File: src/hw/rtl/tlc_pkg.sv
// Shared types, register indexes and small helpers for the two-axis
// traffic light controller. No dependencies.

package tlc_pkg;

  localparam int CFG_ADDR_W = 4;
  localparam int CFG_DATA_W = 32;
  localparam int COUNT_W    = 9;

  typedef enum logic [1:0] {
    PH_GREEN = 2'd0,
    PH_AMBER = 2'd1,
    PH_RED   = 2'd2
  } phase_t;

  typedef enum logic [1:0] {
    REG_INIT_GREEN = 2'd0,
    REG_AMBER      = 2'd1,
    REG_ALL_RED    = 2'd2
  } reg_idx_t;

  localparam logic [7:0] INIT_GREEN_RST = 8'd10;
  localparam logic [3:0] AMBER_RST      = 4'd3;
  localparam logic [3:0] ALL_RED_RST    = 4'd2;
  localparam logic [COUNT_W-1:0] COUNT_MAX = '1;

  typedef struct packed {
    logic [7:0] green_time_ns;
    logic [7:0] green_time_ew;
  } in_word_t;

  typedef struct packed {
    logic [1:0]         ns_color;
    logic [1:0]         ew_color;
    logic [COUNT_W-1:0] ns_remaining;
    logic [COUNT_W-1:0] ew_remaining;
  } out_word_t;

  typedef struct packed {
    logic [7:0] initial_green_ns;
    logic [3:0] amber_time;
    logic [3:0] all_red_time;
  } cfg_t;

  function automatic logic [COUNT_W-1:0] sat_count(input logic [COUNT_W:0] v);
    sat_count = v[COUNT_W] ? COUNT_MAX : v[COUNT_W-1:0];
  endfunction

  function automatic logic [7:0] nz8(input logic [7:0] v);
    nz8 = (v == 8'd0) ? 8'd1 : v;
  endfunction

  function automatic logic [3:0] nz4(input logic [3:0] v);
    nz4 = (v == 4'd0) ? 4'd1 : v;
  endfunction

endpackage

File: src/hw/rtl/tlc_cfg.sv
// APB-style register file: initial green, amber and all-red times.
// Depends on tlc_pkg.

module tlc_cfg import tlc_pkg::*; (
  input  logic                  clk,
  input  logic                  rst_n,
  input  logic                  psel,
  input  logic                  penable,
  input  logic                  pwrite,
  input  logic [CFG_ADDR_W-1:0] paddr,
  input  logic [CFG_DATA_W-1:0] pwdata,
  output logic [CFG_DATA_W-1:0] prdata,
  output cfg_t                  cfg
);

  cfg_t     cfg_r, cfg_nxt;
  reg_idx_t idx;
  logic     wr_en;

  assign idx   = reg_idx_t'(paddr[CFG_ADDR_W-1:2]);
  assign wr_en = psel & penable & pwrite;

  always_comb begin
    cfg_nxt = cfg_r;
    prdata  = '0;
    case (idx)
      REG_INIT_GREEN: begin
        if (wr_en) cfg_nxt.initial_green_ns = pwdata[7:0];
        prdata = {24'd0, cfg_r.initial_green_ns};
      end
      REG_AMBER: begin
        if (wr_en) cfg_nxt.amber_time = pwdata[3:0];
        prdata = {28'd0, cfg_r.amber_time};
      end
      REG_ALL_RED: begin
        if (wr_en) cfg_nxt.all_red_time = pwdata[3:0];
        prdata = {28'd0, cfg_r.all_red_time};
      end
      default: begin
        prdata = '0;
      end
    endcase
  end

  always_ff @(posedge clk) begin
    if (!rst_n) begin
      cfg_r <= '{initial_green_ns: INIT_GREEN_RST, amber_time: AMBER_RST,
                 all_red_time: ALL_RED_RST};
    end else begin
      cfg_r <= cfg_nxt;
    end
  end

  assign cfg = cfg_r;

endmodule

File: src/hw/rtl/tlc_axis.sv
// Phase advance for one axis: when the count has run out, move to the
// next colour and load its duration. Depends on tlc_pkg.

module tlc_axis import tlc_pkg::*; (
  input  phase_t             phase_i,
  input  logic [COUNT_W-1:0] count_i,
  input  logic [7:0]         own_green,
  input  logic [7:0]         other_green,
  input  cfg_t               cfg,
  output phase_t             phase_o,
  output logic [COUNT_W-1:0] count_o
);

  logic [3:0]       amber_eff;
  logic [COUNT_W:0] red_sum;

  assign amber_eff = nz4(cfg.amber_time);
  assign red_sum   = {2'd0, other_green} + {6'd0, amber_eff}
                   + {5'd0, cfg.all_red_time, 1'b0};

  always_comb begin
    phase_o = phase_i;
    count_o = count_i;
    if (count_i == '0) begin
      case (phase_i)
        PH_GREEN: begin
          phase_o = PH_AMBER;
          count_o = {5'd0, amber_eff};
        end
        PH_AMBER: begin
          phase_o = PH_RED;
          count_o = sat_count(red_sum);
        end
        default: begin
          phase_o = PH_GREEN;
          count_o = {1'b0, own_green};
        end
      endcase
    end
  end

endmodule

File: src/hw/rtl/two_axis_traffic_light_controller_core.sv
// Two-axis traffic light controller: top level with input and result
// registers, phase and count state. Depends on tlc_pkg, tlc_cfg, tlc_axis.
//
//  channel | handshake          | payload
//  in      | in_valid/in_stall  | in_data  (in_word_t: green times)
//  out     | out_valid/out_stall| out_data (out_word_t: colours, counts)
//  cfg     | psel/penable/pwrite| paddr, pwdata, prdata, pready
//
// One word in and one word out per cycle unless out_stall holds them,
// limited by the phase update loop (input register, then result register).
// Synchronous active-low reset; counts load from the registers on the
// first tick. A stalled result holds and backs up into the input register.

module two_axis_traffic_light_controller_core import tlc_pkg::*; #(
  parameter int DURATION_BITS = 8
) (
  input  logic                  clk,
  input  logic                  rst_n,
  input  logic                  in_valid,
  output logic                  in_stall,
  input  in_word_t              in_data,
  output logic                  out_valid,
  input  logic                  out_stall,
  output out_word_t             out_data,
  input  logic                  psel,
  input  logic                  penable,
  input  logic                  pwrite,
  input  logic [CFG_ADDR_W-1:0] paddr,
  input  logic [CFG_DATA_W-1:0] pwdata,
  output logic [CFG_DATA_W-1:0] prdata,
  output logic                  pready
);

  localparam int         MASK_W   = (DURATION_BITS < 8) ? DURATION_BITS : 8;
  localparam logic [7:0] DUR_MASK = 8'((16'd1 << MASK_W) - 16'd1);

  cfg_t               cfg;
  logic               s1_valid_r, s1_valid_nxt;
  in_word_t           s1_data_r;
  logic               out_valid_r, out_valid_nxt;
  out_word_t          out_data_r, out_data_nxt;
  logic               started_r, started_nxt;
  phase_t             ns_phase_r, ns_phase_nxt, ew_phase_r, ew_phase_nxt;
  logic [COUNT_W-1:0] ns_count_r, ns_count_nxt, ew_count_r, ew_count_nxt;
  logic [COUNT_W-1:0] ns_cur, ew_cur, ns_shown, ew_shown;
  logic [7:0]         gns, gew, g0;
  logic [COUNT_W:0]   ew_start;
  logic               adv, in_acc, fire;

  tlc_cfg u_cfg (
    .clk     (clk),
    .rst_n   (rst_n),
    .psel    (psel),
    .penable (penable),
    .pwrite  (pwrite),
    .paddr   (paddr),
    .pwdata  (pwdata),
    .prdata  (prdata),
    .cfg     (cfg)
  );

  assign pready = 1'b1;

  assign adv      = ~out_valid_r | ~out_stall;
  assign in_stall = s1_valid_r & ~adv;
  assign in_acc   = in_valid & ~in_stall;
  assign fire     = s1_valid_r & adv;

  assign gns      = nz8(s1_data_r.green_time_ns & DUR_MASK);
  assign gew      = nz8(s1_data_r.green_time_ew & DUR_MASK);
  assign g0       = nz8(cfg.initial_green_ns);
  assign ew_start = {2'd0, g0} + {6'd0, nz4(cfg.amber_time)} + {6'd0, cfg.all_red_time};
  assign ns_cur   = started_r ? ns_count_r : {1'b0, g0};
  assign ew_cur   = started_r ? ew_count_r : sat_count(ew_start);

  tlc_axis u_ns (
    .phase_i     (ns_phase_r),
    .count_i     (ns_cur),
    .own_green   (gns),
    .other_green (gew),
    .cfg         (cfg),
    .phase_o     (ns_phase_nxt),
    .count_o     (ns_shown)
  );

  tlc_axis u_ew (
    .phase_i     (ew_phase_r),
    .count_i     (ew_cur),
    .own_green   (gew),
    .other_green (gns),
    .cfg         (cfg),
    .phase_o     (ew_phase_nxt),
    .count_o     (ew_shown)
  );

  always_comb begin
    ns_count_nxt = (ns_shown != '0) ? ns_shown - COUNT_W'(1) : ns_shown;
    ew_count_nxt = (ew_shown != '0) ? ew_shown - COUNT_W'(1) : ew_shown;
    started_nxt  = 1'b1;
    s1_valid_nxt = in_acc | (s1_valid_r & ~adv);
    out_valid_nxt = fire | (out_valid_r & out_stall);
    out_data_nxt.ns_color     = (ns_phase_nxt == PH_GREEN || ns_phase_nxt == PH_AMBER) ?
                                ns_phase_nxt : PH_RED;
    out_data_nxt.ew_color     = (ew_phase_nxt == PH_GREEN || ew_phase_nxt == PH_AMBER) ?
                                ew_phase_nxt : PH_RED;
    out_data_nxt.ns_remaining = ns_shown;
    out_data_nxt.ew_remaining = ew_shown;
  end

  always_ff @(posedge clk) begin
    if (!rst_n) begin
      s1_valid_r  <= 1'b0;
      out_valid_r <= 1'b0;
      started_r   <= 1'b0;
      ns_phase_r  <= PH_GREEN;
      ew_phase_r  <= PH_RED;
      ns_count_r  <= '0;
      ew_count_r  <= '0;
    end else begin
      s1_valid_r  <= s1_valid_nxt;
      out_valid_r <= out_valid_nxt;
      if (fire) begin
        started_r  <= started_nxt;
        ns_phase_r <= ns_phase_nxt;
        ew_phase_r <= ew_phase_nxt;
        ns_count_r <= ns_count_nxt;
        ew_count_r <= ew_count_nxt;
      end
    end
  end

  always_ff @(posedge clk) begin
    if (in_acc) begin
      s1_data_r <= in_data;
    end
    if (fire) begin
      out_data_r <= out_data_nxt;
    end
  end

  assign out_valid = out_valid_r;
  assign out_data  = out_data_r;

endmodule

File: config.mk
export PLATFORM = sky130hd
export DESIGN_NAME = two_axis_traffic_light_controller_core
export DESIGN_NICKNAME = d
export VERILOG_FILES = /design/src/hw/rtl/tlc_pkg.sv /design/src/hw/rtl/tlc_cfg.sv /design/src/hw/rtl/tlc_axis.sv /design/src/hw/rtl/two_axis_traffic_light_controller_core.sv
export SDC_FILE = /design/constraint.sdc
export NUM_CORES = 1
export LEC_CHECK = 0
export CAP_MARGIN = 20
export CORE_MARGIN = 1.5
export CORE_UTILIZATION = 65
export DETAILED_ROUTE_END_ITERATION = 10
export DONT_BUFFER_PORTS = 1
export PLACE_DENSITY_LB_ADDON = 0.2
export SLEW_MARGIN = 20
export SYNTH_ARGS = -nofsm -noshare
export SYNTH_HDL_FRONTEND = slang
export SYNTH_SLANG_ARGS = --single-unit
File: constraint.sdc
create_clock -name clk -period 5.7 [get_ports clk]
set_input_delay 1.14 -clock clk [delete_from_list [all_inputs] [get_ports clk]]
set_output_delay 1.14 -clock clk [all_outputs]
set_load 0.1 [all_outputs]
==> results of run 1 <==
## sequential cells by signal (all words and copies together), names as in the netlist
register,flops
out_data,22
s1_data_r,16
u_cfg.cfg,16
ew_count_r,9
ns_count_r,9
ew_phase_r,2
ns_phase_r,2
out_valid,1
s1_valid_r,1
started_r,1
## where the power goes
group | switching (W) | leakage, nW | internal [W]
registers | 0.0000862 | 0.696 | 0.000624
logic | 0.000209 | 1.39 | 0.0000862
clock network | 0.000216 | 0.118 | 0.000275
## final cells by class
| cell class | count | area (um^2) | area share |
|---|---|---|---|
| multi-input combinational | 445 | 3153 | 0.5543 |
| clock buffer | 10 | 148.9 | 0.02618 |
| inverter | 38 | 142.6 | 0.02508 |
| sequential | 79 | 1962 | 0.3449 |
| tap | 105 | 131.4 | 0.02310 |
| timing repair buffer | 8 | 60.06 | 0.01056 |
| clock inverter | 6 | 90.09 | 0.01584 |
## stage by stage
stage / instances / setup WS [ps] / power, W / hold slack, ps / util
5_1_grt: 691 / 301.6 / 0.001551 / 529.8 / 0.6922
2_1_floorplan: 624 / 897.0 / 0.0009802 / 432.4 / -
6_report: 691 / 643.0 / 0.001495 / 481.7 / 0.6922
4_1_cts: 691 / 682.5 / 0.001496 / 482.4 / 0.6922
3_5_place_dp: 675 / 774.6 / 0.001011 / 466.2 / 0.6632
3_3_place_gp: 675 / 841.9 / 0.001006 / 455.3 / 0.6632
## worst paths after layout
path,start,to,slack (ps),cells after the start
max,u_cfg.cfg[12]$_SDFFE_PN0P_,ew_count_r[1]$_SDFFE_PN0P_,640,17
min,ns_count_r[8]$_SDFFE_PN0P_,ns_count_r[8]$_SDFFE_PN0P_,480,2
max reg2reg,u_cfg.cfg[12]$_SDFFE_PN0P_,ew_count_r[1]$_SDFFE_PN0P_,640,17
min reg2reg,ns_count_r[8]$_SDFFE_PN0P_,ns_count_r[8]$_SDFFE_PN0P_,480,2
## metal layers
metal  part of all wire  global-route usage  wire [um]
met5                  0                   0          0
met4              0.032              0.1418        410
met3              0.059             0.04026        758
met2               0.46              0.4738       5942
met1               0.44              0.4005       5694
## synthesized netlist by cell type (10+ instances only)
| cell | count |
|---|---|
| xnor2_1 | 16 |
| nor2_1 | 32 |
| nor3_1 | 10 |
| edfxtp_1 | 38 |
| clkbuf_1 | 29 |
| ha_1 | 22 |
| a21oi_1 | 34 |
| buf_4 | 28 |
| mux2i_1 | 28 |
| inv_1 | 36 |
| nand2_1 | 49 |
| nand3_1 | 15 |
| or3_1 | 10 |
| o21ai_0 | 32 |
| dfxtp_1 | 41 |
## cells by family after synthesis
| logic type | count (synthesis) | synth area share |
|---|---|---|
| simple gates | 188 | 0.1906 |
| compound gates | 147 | 0.1843 |
| buf+inv | 100 | 0.08849 |
| flops | 79 | 0.3567 |
| fa+ha+maj | 31 | 0.08280 |
| mux | 30 | 0.05505 |
| xor+xnor | 24 | 0.04072 |
| other cells | 2 | 0.001365 |
## tightest hold or removal path, cell delays in order, from the launching register on
cell     delay (ps)
dfxtp_1         330
nand2_1          60
a21oi_1          50
==> reports/summary.json, run 1 <==
{
  "critical_path": {
    "critical_path.max_stage_delay_ps": 540,
    "criticalPathCategory": "flip-flop to flip-flop",
    "crit_path_max_fanout": 10,
    "timing.critical_path.slowest_stage_cell": "nor4b_4",
    "start_kind": "flip-flop",
    "end_kind": "flip-flop",
    "crit_family": "compound AO/OA/AOI/OAI gates",
    "crit_arrival_ps": 5340,
    "list_of_cells_traversed_by_the_critical_path": "nor4_1 > a21o_1 > fa_1 > ha_1 > fa_1 > nand3_2 > nand2_1 > xor2_1 > o31a_1 > nor3b_4 > a221oi_1 > ha_1 > nand3_1 > o32ai_1 > nor4b_4 > mux2_1 > o21ai_1",
    "critPathBufInv": 0,
    "cp.required_ps": 5980
  },
  "logic_synthesis": {
    "area_share_of_the_leading_cell_type_in_the_synthesized_netlist": 0.2075,
    "synthesis.instances": 601,
    "synth_async_sr_flop_share": 0,
    "synth.cell_area_mm2": 0.005500,
    "postSynthRegisterBits": 79,
    "ys_dominant_reg_cell": "dfxtp_1",
    "count_of_flip_flops_with_a_built_in_enable_after_synthesis": 38,
    "seq_area_frac_synth": 0.3567,
    "synth.distinct_cells": 82,
    "synth.largest_area_cell": "edfxtp_1",
    "synthesis.yosys.warnings": 0,
    "leading_post_synthesis_cells_by_cell_area": "edfxtp_1 21%, dfxtp_1 15%, mux2i_1 5.1%",
    "syn_area_per_cell_um2": 9.152
  },
  "die": {
    "fp.dieArea_mm2": 0.009023,
    "effective_utilization_at_floorplan": 0.6694,
    "floorplan.die.width_um": 94.99,
    "core_mm2": 0.008217,
    "placementRows": 33,
    "num_io_pins": 116,
    "die_height_um": 94.99
  },
  "timing": {
    "unrepaired_setup_endpoints_after_global_routing": "false",
    "clock-skew-final_ps": 13.52,
    "fmax_mhz": 197.7,
    "finalSetupViolCount": 0,
    "layout_worst_path_cycle_share": 0.8872,
    "total_negative_slack_ps": 0,
    "timing.final.hold_violations": 0,
    "finalMaxSlewViolations": 0,
    "timing.final.crit_period_ps": 5057,
    "slew_headroom": 0.2683,
    "tightestPinTransition_ps": 1097
  },
  "power_and_ir_drop": {
    "peakVddDrop_mv": 0.1439,
    "power.density_cell_area_mw_per_mm2": 262.9,
    "cellLeakagePower_nw": 2.206
  },
  "cells_and_area": {
    "layout_commonest_cell": "nand2_1",
    "area_growth_syn_to_layout_pct": 3.412,
    "antenna_cells": 0,
    "most-common-layout-cells": "49 x nand2_1, 41 x dfxtp_1, 38 x edfxtp_1",
    "fraction_of_layout_cells_with_a_size_suffix_above_1": 0.09556,
    "finish.net_count": 671,
    "fillerInstances": 624,
    "stdcell_area_mm2": 0.005688
  },
  "drt": {
    "num_vias": 4374,
    "first_pass_iters": 4,
    "post_drt_wl_per_cell_um": 18.53,
    "routed_wirelength_mm": 12.81,
    "detailedRoute.firstIterationViolations": 221,
    "antenna_violating_nets_left": 0,
    "vias_per_cell": 6.330,
    "post-route-drc-count": 0
  },
  "global_route": {
    "number_of_global_route_vias_before_repair": 3985,
    "grt_first_pass_wirelength_mm": 20.29,
    "grt-ovfl-total": 0,
    "antenna_found_initial": 0,
    "globalRouteTotalUtil": 0.2986,
    "grt_max_degree": 34
  },
  "cts": {
    "cts.sink_count": 79,
    "ctsResizeCount": 0,
    "clkTransAtPathRegs_ps": 90,
    "ctsRootBufferMaster": "clkbuf_8",
    "cts_made_buffers": 9,
    "clock_tree.buffer_depth": 2,
    "clock_insertion_delay_worst_skew_ps": 360,
    "tritoncts": "done",
    "ctsHoldBuffers": 0,
    "cts.repair_timing.setup_buffer_count": 0,
    "ctsHtreeMaxLevel": 3
  },
  "placed_design": {
    "place.gp.congestion": 0.9569,
    "io_buffers": 0,
    "post_placement_cell_area_mm2": 0.005449,
    "detailed_place_hpwl_mm": 9.772
  },
  "min_path": {
    "min-delay-path-class": "flip-flop to flip-flop"
  },
  "run_status": {
    "status": "finished clean"
  },
  "flow_run": {
    "max_cap_check_violation_count": 0
  }
}
Power figures use the tool's default switching activity.
==> run 2: changes to the inputs <==
--- a/config.mk
+++ b/config.mk
@@ -6,8 +6,10 @@
 export NUM_CORES = 1
 export LEC_CHECK = 0
 export CAP_MARGIN = 20
+export CELL_PAD_IN_SITES_DETAIL_PLACEMENT = 0
+export CELL_PAD_IN_SITES_GLOBAL_PLACEMENT = 1
 export CORE_MARGIN = 1.5
-export CORE_UTILIZATION = 65
+export CORE_UTILIZATION = 49
 export DETAILED_ROUTE_END_ITERATION = 10
 export DONT_BUFFER_PORTS = 1
 export PLACE_DENSITY_LB_ADDON = 0.2
==> reports/summary.json, run 2 (same netlist as run 1, synthesis figures left out) <==
{
  "run_status": {
    "status": "finished clean"
  },
  "die": {
    "core": {"value": 0.01089, "unit": "mm^2", "change": "+33%"},
    "num_io_pins": {"value": 116, "change": "unchanged"},
    "die_height": {"value": 109.0, "unit": "um", "change": "+15%"},
    "fp.dieArea": {"value": 0.01187, "unit": "mm^2", "change": "+32%"},
    "floorplan.die.width": {"value": 109.0, "unit": "um", "change": "+15%"},
    "placementRows": {"value": 38, "change": "+15%"},
    "effective_utilization_at_floorplan": {"value": 0.5052, "change": "-0.1642"}
  },
  "min_path": {
    "hold_depth": {"value": 2, "change": "unchanged"},
    "min-delay-path-class": "flip-flop to flip-flop"
  },
  "timing": {
    "finalMaxSlewViolations": {"value": 0, "change": "unchanged"},
    "fmax": {"value": 199.8, "unit": "MHz", "change": "+1.1%"},
    "clock-skew-final": {"value": 8.936, "unit": "ps", "change": "-4.586 ps"},
    "timing.final.hold_violations": {"value": 0, "change": "unchanged"},
    "timing.final.crit_period": {"value": 5004, "unit": "ps", "change": "-52.71 ps"},
    "slew_headroom": {"value": 0.2558, "change": "-0.01246"},
    "layout_worst_path_cycle_share": {"value": 0.8779, "change": "-0.009247"},
    "unrepaired_setup_endpoints_after_global_routing": "false",
    "tightestPinTransition": {"value": 1116, "unit": "ps", "change": "+18.69 ps"},
    "finalSetupViolCount": {"value": 0, "change": "unchanged"},
    "total_negative_slack": {"value": 0, "unit": "ps", "change": "unchanged"}
  },
  "power_and_ir_drop": {
    "p_sw": {"value": 0.0005177, "unit": "W", "change": "+1.3%"},
    "cellLeakagePower": {"value": 2.198, "unit": "nW", "change": "-0.36%"},
    "p_seq_frac": {"value": 0.495, "change": "+0.020"},
    "peakVddDrop": {"value": 0.1737, "unit": "mV", "change": "+21%"},
    "comb_power_share": {"value": 0.207, "change": "+0.010"},
    "power.internal": {"value": 0.0009124, "unit": "W", "change": "-7.3%"},
    "switching_fraction_of_total_power": {"value": 0.3620, "change": "+0.02037"},
    "power.density_cell_area": {"value": 250.6, "unit": "mW/mm^2", "change": "-4.7%"},
    "clock_power_share": {"value": 0.298, "change": "-0.030"}
  },
  "flow_run": {
    "max_cap_check_violation_count": {"value": 0, "change": "unchanged"}
  },
  "drt": {
    "post_drt_wl_per_cell": {"value": 18.01, "unit": "um", "change": "-2.8%"},
    "first_pass_iters": {"value": 4, "change": "unchanged"},
    "post-route-drc-count": {"value": 0, "change": "unchanged"},
    "vias_per_cell": {"value": 5.816, "change": "-8.1%"},
    "antenna_violating_nets_left": {"value": 0, "change": "unchanged"},
    "routed_wirelength": {"value": 13.11, "unit": "mm", "change": "+2.4%"},
    "num_vias": {"value": 4234, "change": "-3.2%"},
    "detailedRoute.firstIterationViolations": {"value": 220, "change": "-0.45%"}
  },
  "global_route": {
    "globalRouteTotalUtil": {"value": 0.2385, "change": "-0.06010"},
    "grt_max_degree": {"value": 31, "change": "-8.8%"},
    "antenna_found_initial": {"value": 0, "change": "unchanged"},
    "grt_first_pass_wirelength": {"value": 21.27, "unit": "mm", "change": "+4.8%"},
    "number_of_global_route_vias_before_repair": {"value": 3988, "change": "+0.075%"},
    "grt-ovfl-total": {"value": 0, "change": "unchanged"}
  },
  "placed_design": {
    "io_buffers": {"value": 0, "change": "unchanged"},
    "post-place-cells": {"value": 712, "change": "+5.5%"},
    "post_placement_cell_area": {"value": 0.005508, "unit": "mm^2", "change": "+1.1%"},
    "place.gp.congestion": {"value": 0.9400, "change": "-1.8%"},
    "detailed_place_hpwl": {"value": 10.23, "unit": "mm", "change": "+4.7%"}
  },
  "cells_and_area": {
    "final_core_util": {"value": 0.5240, "change": "-0.1682"},
    "finish.net_count": {"value": 673, "change": "+0.30%"},
    "most-common-layout-cells": "49 x nand2_1, 41 x dfxtp_1, 38 x edfxtp_1",
    "fillerInstances": {"value": 1022, "change": "+64%"},
    "stdcell_count": {"value": 728, "change": "+5.4%"},
    "stdcell_area": {"value": 0.005705, "unit": "mm^2", "change": "+0.31%"},
    "antenna_cells": {"value": 0, "change": "unchanged"},
    "area_growth_syn_to_layout_pct": 3.731,
    "fraction_of_layout_cells_with_a_size_suffix_above_1": {"value": 0.09864, "change": "+0.003076"},
    "layout_commonest_cell": "nand2_1",
    "largest_register_ff_count": {"value": 22, "change": "unchanged"}
  },
  "critical_path": {
    "timing.reg2reg.worst_path_depth": {"value": 18, "change": "+1"},
    "criticalPathCategory": "flip-flop to flip-flop",
    "start_kind": "flip-flop",
    "cp.required": {"value": 5930, "unit": "ps", "change": "-50 ps"},
    "crit_arrival": {"value": 5240, "unit": "ps", "change": "-100 ps"},
    "end_kind": "flip-flop",
    "crit_path_max_fanout": {"value": 10, "change": "unchanged"}
  },
  "cts": {
    "clock_insertion_delay_worst_skew": {"value": 380, "unit": "ps", "change": "+20 ps"},
    "clkTransAtPathRegs": {"value": 80, "unit": "ps", "change": "about the same"},
    "tritoncts": "done",
    "cts_made_buffers": {"value": 9, "change": "unchanged"},
    "clock_tree.buffer_depth": {"value": 2, "change": "unchanged"},
    "ctsHtreeMaxLevel": {"value": 3, "change": "unchanged"},
    "cts.sink_count": {"value": 79, "change": "unchanged"},
    "ctsHoldBuffers": {"value": 0, "change": "unchanged"},
    "cts.repair_timing.setup_buffer_count": {"value": 0, "change": "unchanged"},
    "ctsRootBufferMaster": "clkbuf_8",
    "ctsResizeCount": {"value": 0, "change": "unchanged"}
  }
}
run 2: power by group through the flow:
stage	Combinational [W]	Sequential [W]	Clock (W)
floorplan	0.000275	0.000705	0
global placement	0.000290	0.000720	0
detailed placement	0.000295	0.000721	0
CTS	0.000295	0.000708	0.000433
global route	0.000325	0.000712	0.000452
finish	0.000297	0.000708	0.000426
run 2: path summary, 6_finish.rpt:
check                                                 from                         end  slack (ps)
worst min-delay path            ew_count_r[8]$_SDFFE_PN0P_  ew_count_r[8]$_SDFFE_PN0P_         470
worst max-delay path               s1_data_r[12]$_DFFE_PP_  ew_count_r[2]$_SDFFE_PN0P_         700
worst max register to register     s1_data_r[12]$_DFFE_PP_  ew_count_r[2]$_SDFFE_PN0P_         700
worst min register to register  ew_count_r[8]$_SDFFE_PN0P_  ew_count_r[8]$_SDFFE_PN0P_         470
run 2: layout make-up:
cell class / instances / area, um^2 / area share
Clock inverter: 7 / 73.82 / 0.01294
Timing Repair Buffer: 10 / 75.07 / 0.01316
Multi-Input combinational cell: 445 / 3153 / 0.5526
Clock buffer: 9 / 123.9 / 0.02171
Sequential cell: 79 / 1962 / 0.3439
Inverter: 38 / 142.6 / 0.02500
Tap cell: 140 / 175.2 / 0.03070
run 2: routing by layer:
metal	track usage	vias up	wire [um]
li1	-	2092	-
met1	0.3281	2004	6160
met2	0.3679	119	5990
met3	0.05200	19	607
met4	0.08459	0	354
met5	0	-	0
run 2: critical path, stage by stage (launching register included):
cell and delay [ps]:
edfxtp_1 550, nor4_1 320, a21o_1 220, ha_1 230, inv_1 70, fa_1 400, xnor2_1 250, inv_1 90
fa_1 420, inv_1 80, a21o_1 100, a21oi_1 100, or4_1 480, a32oi_1 410, a21oi_1 220, nor4b_4 510
buf_4 210, nand4b_1 120, a21oi_1 70
run 2: through the flow:
stage	setup WS (ps)	hold slack (ps)	total power, W
floorplan	897.0	432.4	0.0009802
global placement	766.1	453.6	0.001010
detailed placement	722.8	455.2	0.001015
CTS	719.1	467.7	0.001436
global route	356.0	517.3	0.001488
finish	695.7	468.2	0.001430
==> run 3: changes to the inputs <==
--- a/config.mk
+++ b/config.mk
@@ -8,7 +8,7 @@
 export CAP_MARGIN = 20
 export CELL_PAD_IN_SITES_DETAIL_PLACEMENT = 0
 export CELL_PAD_IN_SITES_GLOBAL_PLACEMENT = 1
-export CORE_MARGIN = 1.5
+export CORE_MARGIN = 2
 export CORE_UTILIZATION = 49
 export DETAILED_ROUTE_END_ITERATION = 10
 export DONT_BUFFER_PORTS = 1
==> reports/summary.json, run 3 (same netlist as run 1, synthesis figures left out) <==
{
  "run_status": {
    "status": "finished clean"
  },
  "cells_and_area": {
    "stdcell_count": {"value": 727, "change": "-0.14%"},
    "area.sequential": {"value": 0.001962, "unit": "mm^2", "change": "unchanged"},
    "most-common-layout-cells": "49 x nand2_1, 41 x dfxtp_1, 38 x edfxtp_1",
    "fillerInstances": {"value": 1023, "change": "+0.098%"},
    "largest_register_ff_count": {"value": 22, "change": "unchanged"},
    "fraction_of_layout_cells_with_a_size_suffix_above_1": {"value": 0.09540, "change": "-0.003239"},
    "area_growth_syn_to_layout_pct": 3.139,
    "finish.net_count": {"value": 672, "change": "-0.15%"},
    "antenna_cells": {"value": 0, "change": "unchanged"},
    "combined_area_of_the_multi_input_logic_cells": {"value": 0.003153, "unit": "mm^2", "change": "unchanged"},
    "layout_commonest_cell": "nand2_1"
  },
  "cts": {
    "clock_insertion_delay_worst_skew": {"value": 380, "unit": "ps", "change": "about the same"},
    "ctsResizeCount": {"value": 0, "change": "unchanged"},
    "cts.sink_count": {"value": 79, "change": "unchanged"},
    "cts_made_buffers": {"value": 9, "change": "unchanged"},
    "ctsHtreeMaxLevel": {"value": 3, "change": "unchanged"},
    "tritoncts": "done",
    "cts.repair_timing.setup_buffer_count": {"value": 0, "change": "unchanged"},
    "ctsHoldBuffers": {"value": 0, "change": "unchanged"},
    "clkTransAtPathRegs": {"value": 80, "unit": "ps", "change": "about the same"},
    "ctsRootBufferMaster": "clkbuf_8",
    "clock_tree.buffer_depth": {"value": 2, "change": "unchanged"}
  },
  "drt": {
    "routed_wirelength": {"value": 13.18, "unit": "mm", "change": "+0.49%"},
    "post-route-drc-count": {"value": 0, "change": "unchanged"},
    "first_pass_iters": {"value": 4, "change": "unchanged"},
    "num_vias": {"value": 4226, "change": "-0.19%"},
    "antenna_violating_nets_left": {"value": 0, "change": "unchanged"},
    "post_drt_wl_per_cell": {"value": 18.13, "unit": "um", "change": "+0.63%"},
    "vias_per_cell": {"value": 5.813, "change": "about the same"},
    "detailedRoute.firstIterationViolations": {"value": 203, "change": "-7.7%"}
  },
  "global_route": {
    "globalRouteTotalUtil": {"value": 0.2341, "change": "-0.004358"},
    "antenna_found_initial": {"value": 0, "change": "unchanged"},
    "grt_first_pass_wirelength": {"value": 21.31, "unit": "mm", "change": "+0.20%"},
    "grt-ovfl-total": {"value": 0, "change": "unchanged"},
    "grt_max_degree": {"value": 34, "change": "+9.7%"},
    "number_of_global_route_vias_before_repair": {"value": 4047, "change": "+1.5%"}
  },
  "timing": {
    "tightestPinTransition": {"value": 1134, "unit": "ps", "change": "+18.27 ps"},
    "timing.final.hold_violations": {"value": 0, "change": "unchanged"},
    "total_negative_slack": {"value": 0, "unit": "ps", "change": "unchanged"},
    "timing.final.crit_period": {"value": 4966, "unit": "ps", "change": "-38.41 ps"},
    "finalMaxSlewViolations": {"value": 0, "change": "unchanged"},
    "fmax": {"value": 201.4, "unit": "MHz", "change": "+0.77%"},
    "slew_headroom": {"value": 0.2436, "change": "-0.01218"},
    "clock-skew-final": {"value": 11.00, "unit": "ps", "change": "+2.062 ps"},
    "finalSetupViolCount": {"value": 0, "change": "unchanged"},
    "layout_worst_path_cycle_share": {"value": 0.8712, "change": "-0.006738"},
    "unrepaired_setup_endpoints_after_global_routing": "false"
  },
  "power_and_ir_drop": {
    "clock_power_share": {"value": 0.273, "change": "-0.025"},
    "cellLeakagePower": {"value": 2.179, "unit": "nW", "change": "-0.85%"},
    "power.internal": {"value": 0.0008767, "unit": "W", "change": "-3.9%"},
    "p_seq_frac": {"value": 0.512, "change": "+0.017"},
    "switching_fraction_of_total_power": {"value": 0.3659, "change": "+0.003953"},
    "power.density_cell_area": {"value": 243.7, "unit": "mW/mm^2", "change": "-2.8%"},
    "p_sw": {"value": 0.0005060, "unit": "W", "change": "-2.3%"},
    "peakVddDrop": {"value": 0.1730, "unit": "mV", "change": "-0.40%"},
    "comb_power_share": {"value": 0.215, "change": "+0.008"}
  },
  "die": {
    "num_io_pins": {"value": 116, "change": "unchanged"},
    "placementRows": {"value": 38, "change": "unchanged"},
    "fp.dieArea": {"value": 0.01209, "unit": "mm^2", "change": "+1.8%"},
    "effective_utilization_at_floorplan": {"value": 0.5052, "change": "unchanged"},
    "die_height": {"value": 110.0, "unit": "um", "change": "+0.92%"},
    "floorplan.die.width": {"value": 110.0, "unit": "um", "change": "+0.92%"},
    "core": {"value": 0.01089, "unit": "mm^2", "change": "unchanged"}
  },
  "placed_design": {
    "place.gp.congestion": {"value": 0.9070, "change": "-3.5%"},
    "io_buffers": {"value": 0, "change": "unchanged"},
    "post-place-cells": {"value": 711, "change": "-0.14%"},
    "detailed_place_hpwl": {"value": 10.23, "unit": "mm", "change": "about the same"}
  },
  "critical_path": {
    "criticalPathCategory": "flip-flop to flip-flop",
    "cp.required": {"value": 6020, "unit": "ps", "change": "+90 ps"},
    "timing.reg2reg.worst_path_depth": {"value": 17, "change": "-1"},
    "start_kind": "flip-flop",
    "crit_path_max_fanout": {"value": 10, "change": "unchanged"},
    "end_kind": "flip-flop",
    "crit_arrival": {"value": 5280, "unit": "ps", "change": "+40 ps"}
  },
  "min_path": {
    "hold_depth": {"value": 2, "change": "unchanged"},
    "min-delay-path-class": "flip-flop to flip-flop"
  },
  "flow_run": {
    "max_cap_check_violation_count": {"value": 0, "change": "unchanged"}
  }
}
-- run 3: changes by cell type in the layout (fill, tap and decap cells not counted), sizes merged --
| cell | delta |
|---|---|
| buf | -1 |
| clkbuf | +1 |
| inv | +1 |
| clkinv | -2 |
| clkinvlp | +1 |
| bufinv | -1 |
-- run 3: metrics by stage --
stage / utilization / setup WS [ps] / total power, W / hold slack [ps] / cell area [um^2]
3_5_place_dp: 0.5052 / 707.4 / 0.001015 / 460.8 / 5500
2_1_floorplan: - / 897.0 / 0.0009802 / 432.4 / 5587
3_3_place_gp: 0.5052 / 739.3 / 0.001010 / 454.1 / 5500
6_report: 0.5210 / 734.1 / 0.001383 / 475.0 / 5673
5_1_grt: 0.5210 / 351.5 / 0.001452 / 508.4 / 5673
4_1_cts: 0.5210 / 697.8 / 0.001390 / 473.8 / 5673
-- run 3: metal layers --
metal,track usage,share of wire,vias up
met3,0.05157,0.034,20
met1,0.3170,0.49,2023
met2,0.3620,0.45,95
met4,0.09313,0.027,0
met5,0,0,-
li1,-,-,2088
-- run 3: layout make-up --
cell class                      instances  area share
Timing Repair Buffer                    9     0.01191
Sequential cell                        79      0.3458
Inverter                               38     0.02514
Clock buffer                           10     0.02426
Multi-Input combinational cell        445      0.5558
Clock inverter                          6    0.006176
Tap cell                              140     0.03088
-- run 3: worst max-delay path, stage by stage, from the launching register on --
cell,delay [ps]
dfxtp_1,490
nor4_1,90
a21o_1,230
fa_1,370
ha_1,220
fa_1,430
nand3_2,130
nand2_1,70
xor2_1,270
o31a_1,250
nor3b_4,80
a221oi_1,410
ha_1,320
nand3_1,90
o32ai_1,430
nor4b_4,530
mux2_1,370
o21ai_1,110
-- run 3: power groups by stage --
| stage | clock network (W) | logic [W] | registers, W |
|---|---|---|---|
| 2_1_floorplan | 0 | 0.000275 | 0.000705 |
| 3_3_place_gp | 0 | 0.000290 | 0.000720 |
| 3_5_place_dp | 0 | 0.000294 | 0.000720 |
| 4_1_cts | 0.000387 | 0.000295 | 0.000708 |
| 5_1_grt | 0.000416 | 0.000325 | 0.000712 |
| 6_report | 0.000377 | 0.000297 | 0.000708 |
-- run 3: worst paths after layout --
path / from / end / slack (ps)
max: u_cfg.cfg[12]$_SDFFE_PN0P_ / ew_count_r[1]$_SDFFE_PN0P_ / 730
min reg2reg: ew_count_r[8]$_SDFFE_PN0P_ / ew_count_r[8]$_SDFFE_PN0P_ / 480
max reg2reg: u_cfg.cfg[12]$_SDFFE_PN0P_ / ew_count_r[1]$_SDFFE_PN0P_ / 730
min: ew_count_r[8]$_SDFFE_PN0P_ / ew_count_r[8]$_SDFFE_PN0P_ / 480
